### src/sli_pkg.sv
// shared types and constants for the name list intersection block
// no dependencies; imported by every module of the block

package sli_pkg;

  localparam int CHAR_W          = 8;
  localparam int CMD_W           = 2;
  localparam int MATCH_IDX_W     = 4;
  localparam int MAX_RESULTS     = 16;
  localparam int RES_W           = $clog2(MAX_RESULTS + 1);
  localparam int DEF_LIST_DEPTH  = 16;
  localparam int DEF_NAME_LEN    = 64;

  localparam logic [CHAR_W-1:0] CHAR_NUL = '0;

  typedef enum logic [CMD_W-1:0] {
    CMD_CLEAR   = 2'd0,
    CMD_LOAD_A  = 2'd1,
    CMD_LOAD_B  = 2'd2,
    CMD_COMPARE = 2'd3
  } cmd_t;

  // controller to datapath
  typedef struct packed {
    logic clear;
    logic load_a;
    logic load_b;
    logic start;
    logic next_j;
    logic next_k;
    logic next_l;
    logic rd_en;
    logic match;
    logic finish;
  } sli_cmd_t;

  // datapath to controller
  typedef struct packed {
    logic j_done;
    logic k_done;
    logic byte_ne;
    logic byte_end;
    logic pend_valid;
    logic n_last;
    logic n_full;
  } sli_stat_t;

endpackage

### src/sli_ctrl.sv
// controller: takes commands, sequences the compare walk and result handoff
// depends on sli_pkg

module sli_ctrl
  import sli_pkg::*;
(
  input  logic             clk,
  input  logic             rst_n,
  input  logic             in_tvalid,
  output logic             in_tready,
  input  logic [CMD_W-1:0] in_cmd,
  output logic             out_tvalid,
  input  logic             out_tready,
  output sli_cmd_t         cmd,
  input  sli_stat_t        stat
);

  typedef enum logic [2:0] {
    S_IDLE,
    S_OUTER,
    S_INNER,
    S_CMP,
    S_EMIT_MID,
    S_FINISH,
    S_EMIT_END
  } state_t;

  state_t state_r, state_nxt;
  logic   in_tready_r;
  logic   out_tvalid_r;

  always_comb begin
    state_nxt = state_r;
    cmd       = '0;
    unique case (state_r)
      S_IDLE: begin
        if (in_tvalid && in_tready_r) begin
          unique case (cmd_t'(in_cmd))
            CMD_CLEAR:  cmd.clear  = 1'b1;
            CMD_LOAD_A: cmd.load_a = 1'b1;
            CMD_LOAD_B: cmd.load_b = 1'b1;
            CMD_COMPARE: begin
              cmd.start = 1'b1;
              state_nxt = S_OUTER;
            end
            default: ;
          endcase
        end
      end
      S_OUTER: begin
        state_nxt = stat.j_done ? S_FINISH : S_INNER;
      end
      S_INNER: begin
        if (stat.k_done) begin
          cmd.next_j = 1'b1;
          state_nxt  = S_OUTER;
        end else begin
          cmd.rd_en = 1'b1;
          state_nxt = S_CMP;
        end
      end
      S_CMP: begin
        if (stat.byte_ne) begin
          cmd.next_k = 1'b1;
          state_nxt  = S_INNER;
        end else if (stat.byte_end) begin
          cmd.match = 1'b1;
          if (stat.pend_valid) begin
            state_nxt = S_EMIT_MID;
          end else if (stat.n_last) begin
            state_nxt = S_FINISH;
          end else begin
            cmd.next_j = 1'b1;
            state_nxt  = S_OUTER;
          end
        end else begin
          cmd.next_l = 1'b1;
          state_nxt  = S_INNER;
        end
      end
      S_EMIT_MID: begin
        if (out_tready) begin
          if (stat.n_full) begin
            state_nxt = S_FINISH;
          end else begin
            cmd.next_j = 1'b1;
            state_nxt  = S_OUTER;
          end
        end
      end
      S_FINISH: begin
        cmd.finish = 1'b1;
        state_nxt  = S_EMIT_END;
      end
      S_EMIT_END: begin
        if (out_tready) begin
          state_nxt = S_IDLE;
        end
      end
      default: state_nxt = S_IDLE;
    endcase
  end

  always_ff @(posedge clk) begin
    if (!rst_n) begin
      state_r      <= S_IDLE;
      in_tready_r  <= 1'b1;
      out_tvalid_r <= 1'b0;
    end else begin
      state_r      <= state_nxt;
      in_tready_r  <= (state_nxt == S_IDLE);
      out_tvalid_r <= (state_nxt == S_EMIT_MID) || (state_nxt == S_EMIT_END);
    end
  end

  assign in_tready  = in_tready_r;
  assign out_tvalid = out_tvalid_r;

endmodule

### config.mk
export PLATFORM = sky130hd
export DESIGN_NAME = sli_ctrl
export DESIGN_NICKNAME = d
export VERILOG_FILES = /design/src/sli_pkg.sv /design/src/sli_ctrl.sv
export SDC_FILE = /design/constraint.sdc
export NUM_CORES = 1
export LEC_CHECK = 0
export BUFFER_PORTS_ARGS = -buffer_cell sky130_fd_sc_hd__buf_2
export CAP_MARGIN = 20
export CORE_AREA = 2 2 39 41
export CTS_CLUSTER_SIZE = 24
export DETAILED_ROUTE_END_ITERATION = 16
export DIE_AREA = 0 0 41 43
export GPL_TIMING_DRIVEN = 0
export PLACE_DENSITY = 0.72
export SYNTH_ARGS = -nofsm -noshare
export SYNTH_HDL_FRONTEND = slang
export SYNTH_SLANG_ARGS = --single-unit
### constraint.sdc
create_clock -name clk -period 1.8 [get_ports clk]
set_input_delay 0.09 -clock clk [delete_from_list [all_inputs] [get_ports clk]]
set_output_delay 0.09 -clock clk [all_outputs]
set_load 0.02 [all_outputs]
==> metrics.md <==
| Metric | Value |
|---|---|
| Clk slew on worst S/H paths | roughly 0.040 ns |
| Worst slack at placement | 0.385 ns |
| Seq pwr share | 0.344 |
| Starting DRT DRC Count | 7 |
| Synth cell types | 29 |
| Most frequent cells in the layout | buf_2, a31oi_1, dfxtp_1 |
| Gp weighted congestion | around 0.83 |
| Switching share of power | 0.313 |
| Hold Path Origin | rst_n |
| Fillcell total | roughly 140 |
| Least-Margin Pin Slew | between 0.3 and 0.4 ns |
| Port Buffer Count | 24 |
| Hold buffers post-CTS | 0 |
| Final hold slack | 0.198 ns |
| Worst Setup SP | state_r[1]$_SDFF_PN0_ |
| Clock Tree Root | clkbuf_4 |
| Crit path launch type | register |
| Power Dens Cells | 624 mW/mm^2 |
| P&R area growth vs syn | 40.6% |
| I/O pins | 25 |
| Max-cap violations | 0 |
| Syn Area/Cell | approximately 8.5 um^2 |
| Routed Antenna Nets | 0 |
| CTS resizes | 0 |
| Final core utilization | 0.439 |
| FMAX | 0.599 GHz |
| Yosys warning total | 0 |
| Clk sinks | 5 |
| Largest net degree at the start of global routing | 11 |
| Number of remaining DRC errors | 0 |
| Vias in the first global route | 430 |
| CTS Buf Count | 3 |
| CP max stage cell | dfxtp_1 |
| Area of the multi-input gates | roughly 300 um^2 |
| GRT Total Usage | 0.142 |
| Hold Fails Final Rpt | 0 |
| Critical Path AT | ~1.6 ns |
| Synth area leader | dfxtp_1 |
| Share of layout cells above drive strength 1 | 0.443 |
| Setup ws final | roughly 0.13 ns |
| CTS tree | built |
| Post-CTS Repair Setup Buffers | 0 |
| Die X | between 40 and 50 um |
| Initial core utilization | 0.312 |
| RSZ-0062 raised after global routing | false |
| Final setup fails | 0 |
| Fin area | around 610 um^2 |
| Final period util | 0.927 |
| First-pass GRT wire length | around 1700 um |
| Vias | between 400 and 500 |
| Worst setup EP type | primary output |
| Final Max Tran Viols | 0 |
| Relative slew slack | 0.734 |
| Clock Power Share | 0.335 |
| Initial antenna violation count | 0 |
| Seq/Total Area, Yosys | 0.232 |
| Total global routing overflow | 0 |
| Synthesis-stage register bit count | 5 |
| VDD IR max | 0.000332 V |
| DRT Pass-1 Iters | 4 |
| Top fanout value on the critical path | 10 |
| Final worst path period need | 1.67 ns |
| Cells after synthesis | 51 |
| Fin cells | 95 |
| Core area | around 0.0014 mm^2 |
| Synth top area share | 0.232 |
| WP data required | between 1.5 and 2 ns |
| Switching Power | approximately 0.12 mW |
| Synthesized Nets | 64 |
| Floorplan row count | 14 |
| Critical Path Max Stage Delay | 0.35 ns |
| Mapped cell area | between 400 and 500 um^2 |
| Total power | ~0.38 mW |
| FF+latch area | 100 um^2 |
| Commonest non-fill, non-tap cell in the layout | buf_2 |
| Clock Path Buffers | 2 |
| Full die area | 0.00176 mm^2 |
| Nets | a little over 90 |
| ANT cells | 0 |
| Wire length per cell | about 12 um |
| Power Internal | between 0.2 and 0.3 mW |
| Worst min path class | primary input to register |
| Post-DP HPWL | 858 um |
| Ordered cell list for the critical path | buf_2 -> nor4b_4 -> and2_1 -> nor3b_1 -> buf_2 |
| Post-Place Cells | 91 |
| Area after DPL | 572 um^2 |
| Largest cells by area after synthesis | dfxtp_1, a31oi_1, buf_6, nor3b_1, a31oi_4 |
| Reg2reg start | state_r[0]$_SDFF_PN0_ |
| Crit-path leading delay family | simple AND/OR/NAND/NOR gates |
| Die Span Y | 43 um |
| Final setup TNS | 0 ns |
| P_leak | 0.292 nW |
| Status | finished clean |
| Layout Skew | 0.00619 ns |
| Total Wirelength | 1100 um |
| Via density | 5.07 |
| Crit path buf inv count | 2 |
| Part of the power in combinational logic | 0.321 |
| Htree depth | 1 |
| CP dominant cell by count | buf_2 |
| CP Class | register to primary output |
| Worst-Skew Late Latency | between 0.2 and 0.25 ns |
[cell type report]
| cell class | instances | area share |
|---|---|---|
| Multi-Input combinational cell | 40 | 0.493 |
| Timing Repair Buffer | 24 | 0.198 |
| Sequential cell | 5 | 0.165 |
| Buffer | 3 | 0.0454 |
| Clock buffer | 4 | 0.0433 |
| Tap cell | 16 | 0.0330 |
| Inverter | 3 | 0.0227 |
[registers in the layout (all words and copies together), names as in the netlist]
register    count
out_tvalid      1
in_tready       1
state_r         3
[power by group through the flow]
stage / clock, mW / sequential [mW] / combinational (mW)
after global routing: 0.142 / 0.130 / 0.135
after floorplan: 0 / 0.136 / 0.0712
after global placement: 0 / 0.132 / 0.115
after detailed placement: 0 / 0.132 / 0.117
final: 0.127 / 0.130 / 0.121
after CTS: 0.134 / 0.130 / 0.117
[Yosys cell counts (all sizes together)]
master   instances
and2             3
a21o             1
nor2             2
nor4b            3
nor3b            3
o21ai            2
nand3b           2
a21oi            1
nor4bb           1
nand2            3
nand2b           1
or3              1
nand3            1
and4             1
nor2b            3
and3             1
nor3             1
dfxtp            5
buf              3
a31oi            6
and3b            1
nand4            1
and4bb           1
inv              3
o2bb2ai          1
[routing by layer]
metal | part of all wire | global-route usage | vias up | wire length, um
li1 | - | - | 245 | -
met1 | 0.47 | 0.184 | 215 | 514
met2 | 0.45 | 0.216 | 22 | 492
met3 | 0.081 | 0.0471 | 0 | 89
met4 | 0 | 0.0400 | 0 | 0
met5 | 0 | 0 | - | 0
[worst paths after layout]
| check | cells past startpoint | endpoint | slack [ns] |
|---|---|---|---|
| max | 5 | cmd[9] | 0.13 |
| min | 3 | state_r[2]$_SDFF_PN0_ | 0.20 |
| max reg2reg | 5 | in_tready$_SDFF_PN1_ | 0.44 |
| min reg2reg | 2 | state_r[0]$_SDFF_PN0_ | 0.60 |
[worst reg2reg max path, cell delays in order (launching register included)]
cell	delay [ns]
dfxtp_1	0.35
buf_6	0.16
nor4b_1	0.40
a31oi_1	0.09
a21oi_1	0.20
nor3_1	0.06
[cells by family after synthesis]
group / synth area share
compound gates: 0.194
flops: 0.232
simple gates: 0.478
buf+inv: 0.0957
(Power assumes the default switching activity.)
